**src/sv/lspe_pkg.sv**
```systemverilog
// Package for the line sensor position estimator.
// Holds widths, channel constants, state and control types shared by all modules.
// No dependencies.
package lspe_pkg;

    localparam int NCH       = 6;
    localparam int SAMPLE_W  = 12;
    localparam int Q16_W     = 16;
    localparam int PRE_W     = 16;
    localparam int SCALE_W   = 14;
    localparam int M1_W      = Q16_W + PRE_W;
    localparam int M2_W      = M1_W + SCALE_W;
    localparam int RD_SHIFT  = 20;
    localparam int RD_W      = 24;
    localparam int NUM_W     = 32;
    localparam int MAG_W     = 31;
    localparam int DEN_W     = 27;
    localparam int FRAC_W    = 8;
    localparam int Q_W       = 15;
    localparam int DIV_W     = DEN_W + Q_W - 1;
    localparam int STEP_W    = $clog2(Q_W);
    localparam int POS_W     = 16;
    localparam int ACT_W     = 3;
    localparam int COUNTER_W = 16;
    localparam int ADDR_W    = 4;
    localparam int DATA_W    = 32;

    localparam logic [RD_W-1:0] RD_MAX = {RD_W{1'b1}};

    // register indexes on the configuration port
    localparam logic [1:0] REG_PRESCALER = 2'd0;
    localparam logic [1:0] REG_WHITE     = 2'd1;
    localparam logic [1:0] REG_NO_TRACK  = 2'd2;

    localparam logic [PRE_W-1:0] PRESCALER_RST = 16'd256;
    localparam logic [RD_W-1:0]  WHITE_RST     = 24'd32768;
    localparam logic [POS_W-1:0] NO_TRACK_RST  = 16'd0;

    localparam logic [Q16_W-1:0] BLACK_Q16 [NCH] =
        '{16'd38, 16'd540, 16'd670, 16'd279, 16'd477, 16'd1511};
    localparam logic [SCALE_W-1:0] SCALE_Q12 [NCH] =
        '{14'd14891, 14'd14410, 14'd15468, 14'd13959, 14'd14341, 14'd11544};
    localparam logic signed [5:0] WEIGHT [NCH] =
        '{6'sd27, 6'sd9, -6'sd9, -6'sd27, 6'sd9, -6'sd9};

    typedef enum logic [3:0] {
        ST_IDLE,
        ST_MIN,
        ST_MUL1,
        ST_MUL2,
        ST_SAT,
        ST_SUM,
        ST_START,
        ST_WAIT,
        ST_DONE
    } lspe_state_t;

    typedef struct packed {
        logic ld_raw;
        logic ld_min;
        logic ld_mul1;
        logic ld_mul2;
        logic ld_sat;
        logic ld_sum;
    } lspe_ctrl_t;

endpackage

```
**src/sv/lspe_lane.sv**
```systemverilog
// One channel lane: noise subtraction, minimum removal, black threshold,
// two-stage gain multiply, saturation and white threshold compare. Uses lspe_pkg.
module lspe_lane
    import lspe_pkg::*;
(
    input  logic                 aclk,
    input  lspe_ctrl_t           ctrl,
    input  logic [SAMPLE_W-1:0]  lit,
    input  logic [SAMPLE_W-1:0]  dark,
    input  logic [Q16_W-1:0]     mn,
    input  logic [PRE_W-1:0]     prescaler,
    input  logic [RD_W-1:0]      white_level,
    input  logic [Q16_W-1:0]     black,
    input  logic [SCALE_W-1:0]   scale,
    output logic [Q16_W-1:0]     raw,
    output logic [RD_W-1:0]      rd,
    output logic                 active
);

    logic [Q16_W-1:0]          lit_q16;
    logic [Q16_W-1:0]          dark_q16;
    logic [Q16_W-1:0]          v;
    logic [M2_W-RD_SHIFT-1:0]  shifted;
    logic [RD_W-1:0]           rd_sat;

    logic [Q16_W-1:0] raw_reg;
    logic [M1_W-1:0]  m1_reg;
    logic [M2_W-1:0]  m2_reg;
    logic [RD_W-1:0]  rd_reg;
    logic             active_reg;

    assign lit_q16  = {lit, {(Q16_W-SAMPLE_W){1'b0}}};
    assign dark_q16 = {dark, {(Q16_W-SAMPLE_W){1'b0}}};
    assign v        = raw_reg - mn;
    assign shifted  = m2_reg[M2_W-1:RD_SHIFT];
    assign rd_sat   = (|shifted[M2_W-RD_SHIFT-1:RD_W]) ? RD_MAX : shifted[RD_W-1:0];

    always_ff @(posedge aclk) begin
        if (ctrl.ld_raw) begin
            raw_reg <= (lit_q16 > dark_q16) ? (lit_q16 - dark_q16) : '0;
        end
        if (ctrl.ld_mul1) begin
            m1_reg <= (v > black) ? (M1_W'(v) * M1_W'(prescaler)) : '0;
        end
        if (ctrl.ld_mul2) begin
            m2_reg <= M2_W'(m1_reg) * M2_W'(scale);
        end
        if (ctrl.ld_sat) begin
            rd_reg     <= rd_sat;
            active_reg <= rd_sat > white_level;
        end
    end

    assign raw    = raw_reg;
    assign rd     = rd_reg;
    assign active = active_reg;

endmodule

```
**config.mk**
```make
export PLATFORM = sky130hd
export DESIGN_NAME = lspe_lane
export DESIGN_NICKNAME = d
export VERILOG_FILES = /design/src/sv/lspe_pkg.sv /design/src/sv/lspe_lane.sv
export SDC_FILE = /design/constraint.sdc
export NUM_CORES = 2
export LEC_CHECK = 0
export BUFFER_PORTS_ARGS = -buffer_cell sky130_fd_sc_hd__buf_4
export CAP_MARGIN = 20
export CORE_UTILIZATION = 60
export DETAILED_ROUTE_END_ITERATION = 6
export PLACE_DENSITY = 0.79
export SLEW_MARGIN = 25
export SYNTH_ARGS = -nofsm -noshare
export SYNTH_HDL_FRONTEND = slang
export SYNTH_SLANG_ARGS = --single-unit
```
**constraint.sdc**
```tcl
create_clock -name aclk -period 17.7 [get_ports aclk]
set_clock_uncertainty 0.1 [all_clocks]
set_input_delay 2.655 -clock aclk [delete_from_list [all_inputs] [get_ports aclk]]
set_output_delay 2.655 -clock aclk [all_outputs]
set_load 0.05 [all_outputs]
```
# ---- Yosys cells after proc, flatten, opt, wreduce, memory -nomap -nowiden
# Index checks and enable logic that the tools add are counted.
dict set report op_classes {
  n_addsub 2
  mux 1
  n_lt_le_gt_ge 3
  multipliers 2
  reduce_logical 1
}
# operator n
set ops {}
lappend ops {{$mul A32 B14 Y46} 1}
lappend ops {{$gt A16 B16 Y1} 2}
lappend ops {{$mul A16 B16 Y32} 1}
lappend ops {{$sub A16 B16 Y16} 2}
lappend ops {{$gt A24 B24 Y1} 1}
lappend ops {{$mux W24} 1}
lappend ops {{$reduce_or A2 Y1} 1}
dict set report totals {
  input_bits 117
  word_cells 14
  register_bits 119
}

# ---- Depth between registers and ports, before layout
dict set report depth {
  depth_word 3
  depth_mapped 32
  depth_no_buf 30
}

# ---- Worst setup path after synthesis
# OpenSTA, ideal clock, no wires.
dict set report synth_timing {
  path_kind {input to register}
  start {in mn[0]}
  end {reg m1_reg[23] (data pin)}
  arrival_time_ps 9646
  setup_time_ps 266
  path_stages 29
  path_buffers 2
  slack_ps 7688
  cell_sequence {clkbuf_1 > inv_1 > ha_1 > nor4bb_1 > o21ai_0 > a21boi_1 > o2111ai_1 > nand4_1 > and3_1 > nor2_1 > clkbuf_1 > nand2_1 > fa_1 > fa_1 > fa_1 > inv_1 > fa_1 > fa_1 > inv_1 > fa_1 > inv_1 > ha_1 > a21o_1 > a2111oi_0 > o21ai_0 > a32o_1 > a311oi_1 > xor2_1 > nor2_1}
}
dict set report synth_between {
  elab_chain_len 2
  elab_cells_between_ends 3
}
# element line
set synth_lines {}
lappend synth_lines {{start, declared} lspe_lane.sv:10} ;# input logic [Q16_W-1:0] mn,
lappend synth_lines {{$sub A16 B16 Y16 (*)} lspe_lane.sv:34} ;# assign v = raw_reg - mn;
lappend synth_lines {{$mul A16 B16 Y32 / $gt A16 B16 Y1 (equally long branches)} lspe_lane.sv:43} ;# m1_reg <= (v > black) ? (M1_W'(v) * M1_W'(prescaler)) : '0;
lappend synth_lines {{end signal, assigned} lspe_lane.sv:43}
lappend synth_lines {{end, declared} lspe_lane.sv:27} ;# logic [M1_W-1:0] m1_reg;
# Mark *: on every way between the ends. The rest lies on a longest branch, timed or not.
# A chain may end at the register's enable or synchronous reset.

# ---- Worst setup path in the final report
# Ends and elaborated chain as after synthesis.

==> results.yml <==
place:
  portBuffers: 151
  dp_hpwl_mm: 49.8
  placed_area_sq_um: 29100
  routabilityCongestion: 0.911
  dp.cells: 3663
  place_ws_ns: 7.04
finish:
  area_growth_pct: 6.67
  diodes: 0
  final_cells: 3679
  nets: 4018
  largest_reg_flops: 32
  final_cell_area_sq_um: 29400
  layout-drive-gt1-share: 0.0646
global_route:
  grt_max_degree: 33
  grt_pass1_vias: 22570
  grt_pass1_wl_mm: 105
  grt_antenna_before_repair: 0
  grt_usage: 0.276
  gr-total-overflow: 0
timing:
  setup_viol: 0
  layout_setup_ws_ns: 7.33
  maxSlewHeadroom: 0.281
  period_share: 0.586
  fmax_mhz: 96.4
  hold_viol: 0
  slew_viol_final: 0
  rsz0062_at_grt: "false"
  min_period_ns: 10.37
  setup_tns_ns: 0
  worst_pin_slew_ns: 1.07
route:
  ant_nets: 0
  drt_iter0_drc: 1200
  drt-total-wl_mm: 61.1
  num_vias: 20534
  drtPass1Iterations: 6
  wl_per_cell_um: 16.6
  drc: 0
  viasPerCell: 5.58
clock_tree:
  cts_tree: "done"
  insertion_delay_ns: 0.40
  cts_max_level: 3
  path_clk_slew_ns: 0.08
  ctsHoldBuffers: 0
  cts_inserted_buffers: 9
  clockBufferDepth: 2
  cts_setup_buffers: 0
  ctsRootBufferMaster: "clkbuf_16"
  cts_sinks: 95
  post_cts_resized: 0
yosys:
  async_reset_ff_frac: 0
  ys_ff_latch: 95
  synth_common_cells: "658 x inv_1, 551 x fa_1, 416 x nand2_1, 327 x and2_1, 276 x ha_1"
  ys_types: 67
  syn_inst: 3021
  seq_area_frac_synth: 0.104
  synth_most_common_cell: "inv_1"
  ys.flop_type: "edfxtp_1"
  avgSynthCellArea_sq_um: 9.12
  synth_area_sq_um: 27500
  synth_area_leaders: "fa_1 40%, ha_1 13%, edfxtp_1 10%"
  yosys_warnings: 0
  synth_top_area_frac: 0.400
  synth_edf_count: 95
  yosysTopAreaCell: "fa_1"
worst_hold_path:
  hold_class: "flip-flop to flip-flop"
setup_path:
  crit_family: "adder cells"
  cp_max_fo: 19
  cp_slowest_cell: "fa_1"
  cp-start-kind: "primary input"
  crit_type: "primary input to flip-flop"
  cp_data_arrival_time_ns: 10.41
  critical_path_required_ns: 17.74
  path_common_cell: "fa_1"
  path_buf_inv: 6
  critical-path-max-stage-delay_ns: 0.55
  endpoint_kind: "flip-flop"
outcome:
  status: "complete, no violations"
floorplanning:
  die_area_sq_um: 46800
  io_pins: 158
  die-width_um: 216
  chipHeight_um: 216
  coreArea_sq_um: 45300
  rows: 78
  initial_utilization: 0.608
job:
  drv_cap: 0
kinds of logic after synthesis:
family                     after synthesis  synth area share
muxes                                    2          0.000727
xor gates and xnor gates                63            0.0200
AOI/OAI and AO/OA                      277            0.0664
DFF                                     95             0.104
and+or+nand+nor                        972             0.176
buffers and inverters                  784             0.108
adders and majority gates              827             0.526
other                                    1          0.000136
area by class of cell:
| class | count | area (sq um) |
|---|---|---|
| flip-flops and latches | 95 | 2850 |
| repair buffers | 165 | 1240 |
| multi-input cells | 2145 | 21800 |
| clock buffers | 9 | 225 |
| inverters | 658 | 2470 |
| fillers | 3647 | 15900 |
| clock inverters | 7 | 86.3 |
| well taps | 600 | 751 |
layer usage:
metal  share of wire  global-route usage
met1            0.39               0.340
met2            0.51               0.495
met3           0.071              0.0460
met4           0.025              0.0871
met5               0                   0
per-stage QoR:
stage,hold WS [ns],util
5_1_grt,0.459,0.649
6_report,0.434,0.649
3_5_place_dp,0.416,0.642
3_3_place_gp,0.420,0.642
4_1_cts,0.437,0.649
2_1_floorplan,0.397,-
final timing paths:
kind | startpoint | endpoint | slack (ns) | depth (start not counted)
setup / recovery | mn[0] | m1_reg[23] | 7.33 | 29
hold / removal | m2_reg[20] | rd[0] | 0.43 | 1
setup reg to reg | raw[4] | m1_reg[23] | 9.34 | 28
hold reg to reg | m2_reg[20] | rd[0] | 0.43 | 1
layout by cell type (no fill, tap or decap), drive strengths merged, types with 17 or more instances in the layout:
master	synthesis	layout
xnor2	43	43
fa	551	551
nand2	416	416
ha	276	276
nor3	28	28
a21o	51	51
nand4	28	28
buf	8	165
o21ai	49	49
or3	29	29
nor2	72	72
and2	328	328
a21oi	75	75
inv	658	661
xor2	20	20
nor2b	17	17
edfxtp	95	95
Power is not shown: default switching activity piles up to over one toggle a cycle in this logic, so the estimate is an artifact.
