## config.mk

```make
export PLATFORM = sky130hd
export DESIGN_NAME = lspe_div
export DESIGN_NICKNAME = d
export VERILOG_FILES = /design/src/sv/lspe_pkg.sv /design/src/sv/lspe_div.sv
export SDC_FILE = /design/constraint.sdc
export NUM_CORES = 1
export LEC_CHECK = 0
export ABC_AREA = 1
export BUFFER_PORTS_ARGS = -buffer_cell sky130_fd_sc_hd__clkbuf_2
export CORE_UTILIZATION = 35
export CTS_BUF_LIST = sky130_fd_sc_hd__clkbuf_8
export CTS_CLUSTER_DIAMETER = 50
export CTS_CLUSTER_SIZE = 25
export DETAILED_ROUTE_END_ITERATION = 8
export GPL_TIMING_DRIVEN = 1
export PLACE_DENSITY = 0.57
export SLEW_MARGIN = 20
export SYNTH_ARGS = -nofsm -noshare
export SYNTH_HDL_FRONTEND = slang
export SYNTH_SLANG_ARGS = --single-unit
```

## constraint.sdc

```tcl
create_clock -name aclk -period 4.9 [get_ports aclk]
set_input_delay 0.245 -clock aclk [delete_from_list [all_inputs] [get_ports aclk]]
set_output_delay 0.245 -clock aclk [all_outputs]
set_load 0.1 [all_outputs]
```

## src/sv/lspe_pkg.sv

```systemverilog
// Package for the line sensor position estimator.
// Holds widths, channel constants, state and control types shared by all modules.
// No dependencies.
package lspe_pkg;

    localparam int NCH       = 6;
    localparam int SAMPLE_W  = 12;
    localparam int Q16_W     = 16;
    localparam int PRE_W     = 16;
    localparam int SCALE_W   = 14;
    localparam int M1_W      = Q16_W + PRE_W;
    localparam int M2_W      = M1_W + SCALE_W;
    localparam int RD_SHIFT  = 20;
    localparam int RD_W      = 24;
    localparam int NUM_W     = 32;
    localparam int MAG_W     = 31;
    localparam int DEN_W     = 27;
    localparam int FRAC_W    = 8;
    localparam int Q_W       = 15;
    localparam int DIV_W     = DEN_W + Q_W - 1;
    localparam int STEP_W    = $clog2(Q_W);
    localparam int POS_W     = 16;
    localparam int ACT_W     = 3;
    localparam int COUNTER_W = 16;
    localparam int ADDR_W    = 4;
    localparam int DATA_W    = 32;

    localparam logic [RD_W-1:0] RD_MAX = {RD_W{1'b1}};

    // register indexes on the configuration port
    localparam logic [1:0] REG_PRESCALER = 2'd0;
    localparam logic [1:0] REG_WHITE     = 2'd1;
    localparam logic [1:0] REG_NO_TRACK  = 2'd2;

    localparam logic [PRE_W-1:0] PRESCALER_RST = 16'd256;
    localparam logic [RD_W-1:0]  WHITE_RST     = 24'd32768;
    localparam logic [POS_W-1:0] NO_TRACK_RST  = 16'd0;

    localparam logic [Q16_W-1:0] BLACK_Q16 [NCH] =
        '{16'd38, 16'd540, 16'd670, 16'd279, 16'd477, 16'd1511};
    localparam logic [SCALE_W-1:0] SCALE_Q12 [NCH] =
        '{14'd14891, 14'd14410, 14'd15468, 14'd13959, 14'd14341, 14'd11544};
    localparam logic signed [5:0] WEIGHT [NCH] =
        '{6'sd27, 6'sd9, -6'sd9, -6'sd27, 6'sd9, -6'sd9};

    typedef enum logic [3:0] {
        ST_IDLE,
        ST_MIN,
        ST_MUL1,
        ST_MUL2,
        ST_SAT,
        ST_SUM,
        ST_START,
        ST_WAIT,
        ST_DONE
    } lspe_state_t;

    typedef struct packed {
        logic ld_raw;
        logic ld_min;
        logic ld_mul1;
        logic ld_mul2;
        logic ld_sat;
        logic ld_sum;
    } lspe_ctrl_t;

endpackage

```

## src/sv/lspe_div.sv

```systemverilog
// Restoring divider, one quotient bit per cycle: (mag * 256) / den.
// Quotient always fits Q_W bits since |sum w*r| <= 27 * sum r. Uses lspe_pkg.
module lspe_div
    import lspe_pkg::*;
(
    input  logic             aclk,
    input  logic             aresetn,
    input  logic             start,
    input  logic [MAG_W-1:0] mag,
    input  logic [DEN_W-1:0] den,
    output logic             busy,
    output logic [Q_W-1:0]   quotient
);

    logic [DIV_W-1:0]  rem_reg;
    logic [DIV_W-1:0]  dsh_reg;
    logic [Q_W-1:0]    q_reg;
    logic [STEP_W-1:0] step_reg;
    logic              busy_reg;
    logic              fits;

    assign fits = rem_reg >= dsh_reg;

    always_ff @(posedge aclk) begin
        if (!aresetn) begin
            busy_reg <= 1'b0;
            step_reg <= '0;
        end else if (start) begin
            busy_reg <= 1'b1;
            step_reg <= STEP_W'(Q_W - 1);
        end else if (busy_reg) begin
            if (step_reg == '0) begin
                busy_reg <= 1'b0;
            end else begin
                step_reg <= step_reg - STEP_W'(1);
            end
        end
    end

    always_ff @(posedge aclk) begin
        if (start) begin
            rem_reg <= DIV_W'({mag, {FRAC_W{1'b0}}});
            dsh_reg <= {den, {(Q_W-1){1'b0}}};
            q_reg   <= '0;
        end else if (busy_reg) begin
            if (fits) begin
                rem_reg <= rem_reg - dsh_reg;
            end
            q_reg   <= {q_reg[Q_W-2:0], fits};
            dsh_reg <= dsh_reg >> 1;
        end
    end

    assign busy     = busy_reg;
    assign quotient = q_reg;

endmodule

```

* Word level (Yosys, flattened, before mapping) *
Cells that the tools add are included.

storage, ports and cells
  register bits after elaboration = 102
  input port bits = 61
  word-level logic and storage cells = 33
  output and inout port bits = 16

cells by class
  reduce and logical (&&, ||, !) cells = 8
  add/subtract/negate cells = 2
  bitwise logic cells = 2
  $lt $le $gt $ge = 1
  eq/ne operators = 1
  mux-type cells = 11

operators with widths
  operator                                                            number
  39-bit 2-to-1 mux                                                   3
  41-bit 2-to-1 mux                                                   2
  41-bit >= comparator                                                1
  41-bit subtractor                                                   1
  4-bit 2-to-1 mux                                                    3
  2-bit AND reduction                                                 4
  4-bit zero test                                                     1
  2-bit nonzero test                                                  2
  4-bit by 1-bit subtractor with 4-bit output, second input constant  1
  1-bit 2-to-1 mux                                                    3
  2-bit inequality test, second input constant                        1
  1-bit NOT                                                           2
  2-bit OR reduction                                                  1

* Depth between registers and ports, before layout *
  depth after elaboration = 4
  depth in mapped cells = 17
  mapped depth without buffers = 16

* Worst setup path before layout *
Ideal clock, no wire load.

  path type = register -> register
  from = register busy_reg, in the netlist busy
  to = register dsh_reg[14] (enable)
  setup time = 0.402 ns
  arrival = 2.515 ns
  path buffers = 2
  slack = 1.983 ns
  required time = 4.498 ns
  clock period less this slack = 2.917 ns
  stages on the path, launching flop included = 5
  cells stage by stage = dfxtp_1 > buf_2 > inv_1 > nand2_1 > clkbuf_1

on the way
  cells in the longest elaborated chain, start to end = 1

ends and longest elaborated chain
  item                                 RTL line        RTL
  start: declaration                   lspe_div.sv:19  logic busy_reg;
  start signal: assignment             lspe_div.sv:26  busy_reg <= 1'b0;
  start signal: assignment             lspe_div.sv:29  busy_reg <= 1'b1;
  start signal: assignment             lspe_div.sv:33  busy_reg <= 1'b0;
  2-bit nonzero test (no source line)  -
  end signal: assignment               lspe_div.sv:43  dsh_reg <= {den, {(Q_W-1){1'b0}}};
  end signal: assignment               lspe_div.sv:50  dsh_reg <= dsh_reg >> 1;
  end: declaration                     lspe_div.sv:16  logic [DIV_W-1:0] dsh_reg;

No other way between the ends.
A chain may end at the register's enable or synchronous reset.

* Final worst setup path *
  from = register rem_reg[20]
  to = register rem_reg[16] (enable)

on the way
  cells in the longest elaborated chain, start to end = 3

ends and longest elaborated chain
  item                                  RTL line        RTL
  start: declaration                    lspe_div.sv:15  logic [DIV_W-1:0] rem_reg;
  start signal: assignment              lspe_div.sv:42  rem_reg <= DIV_W'({mag, {FRAC_W{1'b0}}});
  start signal: assignment              lspe_div.sv:47  rem_reg <= rem_reg - dsh_reg;
  41-bit >= comparator                  lspe_div.sv:22  assign fits = rem_reg >= dsh_reg;
  2-bit nonzero test (no source line)   -
  2-bit AND reduction (no source line)  -

No other way between the ends.

==> results.md <==
* Clk pin slew, worst setup/hold paths at 0.10 ns
* IO Count at 77
* Tot GR Track Use at 18.5%
* Max Slew Vio Count at 0
* Unique masters post-synth at 38
* Initial Util at 35.8%
* Clk_skew at 0.00831 ns
* Nets at 1211
* DR DRC count at 0
* Hold Crit Class: in -> reg
* Vias per inst at 4.71
* Worst-path cell chain: ha_1, nand2_2, nor2_2, nand2_1, nor2_1, nand2_1, nand3_2, nand2_4, nand2_8, nand2_1, nand2_2, buf_4
* Die width at 146 microns
* Vias at 6500
* Worst slew margin at 56.4%
* Drt wl/cell at 13.8 microns
* Sequential share of the synthesized area at 36.1%
* WP data required at 5.00 ns
* Largest net degree at the start of global routing at 61
* Num CTS Buffers at 9
* Final setup violation count at 0
* Synthesized cell area at 7270 sq um
* Setup bufs post-CTS at 0
* Remaining antenna violation count at 0
* CTS HTree Levels at 3
* Most common cell after layout, fill and taps aside: nand2_1
* CP Capture Type: flip-flop
* DRT Pass-1 Iters at 5
* P&R area growth vs syn at 11.2%
* Critical path arrival at 3.12 ns
* Maximum buffer depth of the clock tree at 2
* Worst Max-Slew Pin Slew at 0.654 ns
* Setup TNS at 0 ns
* Ys async rst share at 0%
* Clock sink count at 102
* Power density cells at 312 nW/um^2
* Share of layout cells above drive strength 1 at 13.7%
* Max-cap violations at 0
* Status: finished clean
* Post-DP HPWL at 15100 microns
* Static Leakage at 3.97 nW
* Die height at 146 microns
* Final count of hold timing violations at 0
* Die area at 21300 sq um
* Hold-fix buffers at CTS at 0
* Period utilization at 61.5%
* CP most frequent cell: nand2_1
* EDFF count, synth at 58
* Drt total wl at 19000 microns
* TritonCTS clock tree: yes
* # diodes at 0
* Starting DRT DRC Count at 362
* Clk Latency, worst-skew pair at 0.39 ns
* # rows at 52
* Critical Path Max Stage Delay at 0.53 ns
* Top_reg_cell synth: edfxtp_1
* Buf+Inv Stages, Crit Path at 1
* Worst IR Drop VDD at 0.139 mV
* Final Util at 39.8%
* Core Area at 20300 sq um
* First-pass GRT wire length at 31400 microns
* CP top delay family: simple AND/OR/NAND/NOR gates
* Most frequent cells in the layout: nand2_1, inv_1, nor2_1
* CTS Root Buffer Type: clkbuf_8
* Avg Cell Area, Syn at 7.02 sq um
* Yosys warnings at 0
* CP max stage cell: nand2_2
* Post-Synthesis Cells at 1036
* IO buf count at 76
* Critical path class: reg -> reg
* Post-CTS sizing at 0
* Total grt overflow at 0
* CP Max Fanout at 23
* RSZ-0062 raised after global routing: false
* Initial antenna violation count at 0
* Global placement routability congestion at 0.884
* Fmax at 332 MHz
* CP Launch Type: flip-flop
* Fin crit period at 3.02 ns
* Net Count, Synth at 1141
* Vias in the first global route at 6289
* #FFs+latches synth at 102
worst paths after layout:
| kind | endpoint | cells after the start | slack, ns | from |
|---|---|---|---|---|
| hold / removal | dsh_reg[40]$_DFFE_PP_ | 3 | 0.10 | den[26] |
| hold reg to reg | rem_reg[0]$_SDFFE_PP0P_ | 2 | 0.50 | rem_reg[0]$_SDFFE_PP0P_ |
| setup / recovery | rem_reg[16]$_DFFE_PP_ | 12 | 1.88 | rem_reg[20]$_DFFE_PP_ |
| setup reg to reg | rem_reg[16]$_DFFE_PP_ | 12 | 1.88 | rem_reg[20]$_DFFE_PP_ |
metal layers:
layer / wire [microns] / track usage (%)
met5: 0 / 0
met4: 182 / 4.64
met3: 661 / 2.63
met2: 8590 / 30.8
met1: 9580 / 25.2
area by class of cell:
type                            count  area (sq um)
Inverter                          178           668
Sequential cell                   102          2620
Fill cell                        2237         12200
Multi-Input combinational cell    735          3880
Clock buffer                        9           124
Timing Repair Buffer               80           410
Tap cell                          270           338
Clock inverter                      6          43.8
kinds of logic after synthesis:
group	Yosys count	share of synthesized area, %
buffers and inverters	199	10.6
AOI/OAI and AO/OA	153	12.6
adders and majority gates	44	7.68
DFF	102	36.1
xor gates and xnor gates	24	2.89
and+or+nand+nor	514	30.1
through the flow:
stage                     instance area [sq um]  hold WS, ns  instances  setup slack [ns]  power (mW)
after floorplan                            7270        0.369       1036              1.98        1.79
after global placement                     7910        0.472       1365              1.52        2.04
after detailed placement                   7910        0.479       1365              1.47        2.04
after CTS                                  8080       0.0837       1380              1.46        2.55
after global routing                       8080       0.0996       1380              1.60        2.71
final                                      8080        0.104       1380              1.88        2.52
report_power, final:
group / internal (mW) / total (mW) / leakage [nW] / switching (mW)
registers: 0.981 / 1.01 / 0.958 / 0.0250
logic: 0.337 / 1.01 / 2.93 / 0.677
clock network: 0.187 / 0.504 / 0.0907 / 0.318
total: 1.51 / 2.52 / 3.97 / 1.02
tightest hold or removal path: stages:
cell and delay [ns]:
clkbuf_2 0.07, nand2_1 0.04, inv_1 0.04
synth_stat cells, drive strengths merged (3+ instances only):
cell type  count  area [sq um]
nand2        348          1360
inv          177           664
nor2          91           397
o21ai         62           382
edfxtp        58          1740
nand3         51           270
a21oi         49           257
dfxtp         44           881
ha            43           538
o22ai         26           163
xnor2         16           140
clkbuf        14          52.6
nand3b        10          75.1
o21bai        10          75.1
nand4          8          50.1
xor2           8          70.1
buf            7          52.5
a31oi          4          25.0
nor3           3          20.0
(Power assumes the default switching activity.)
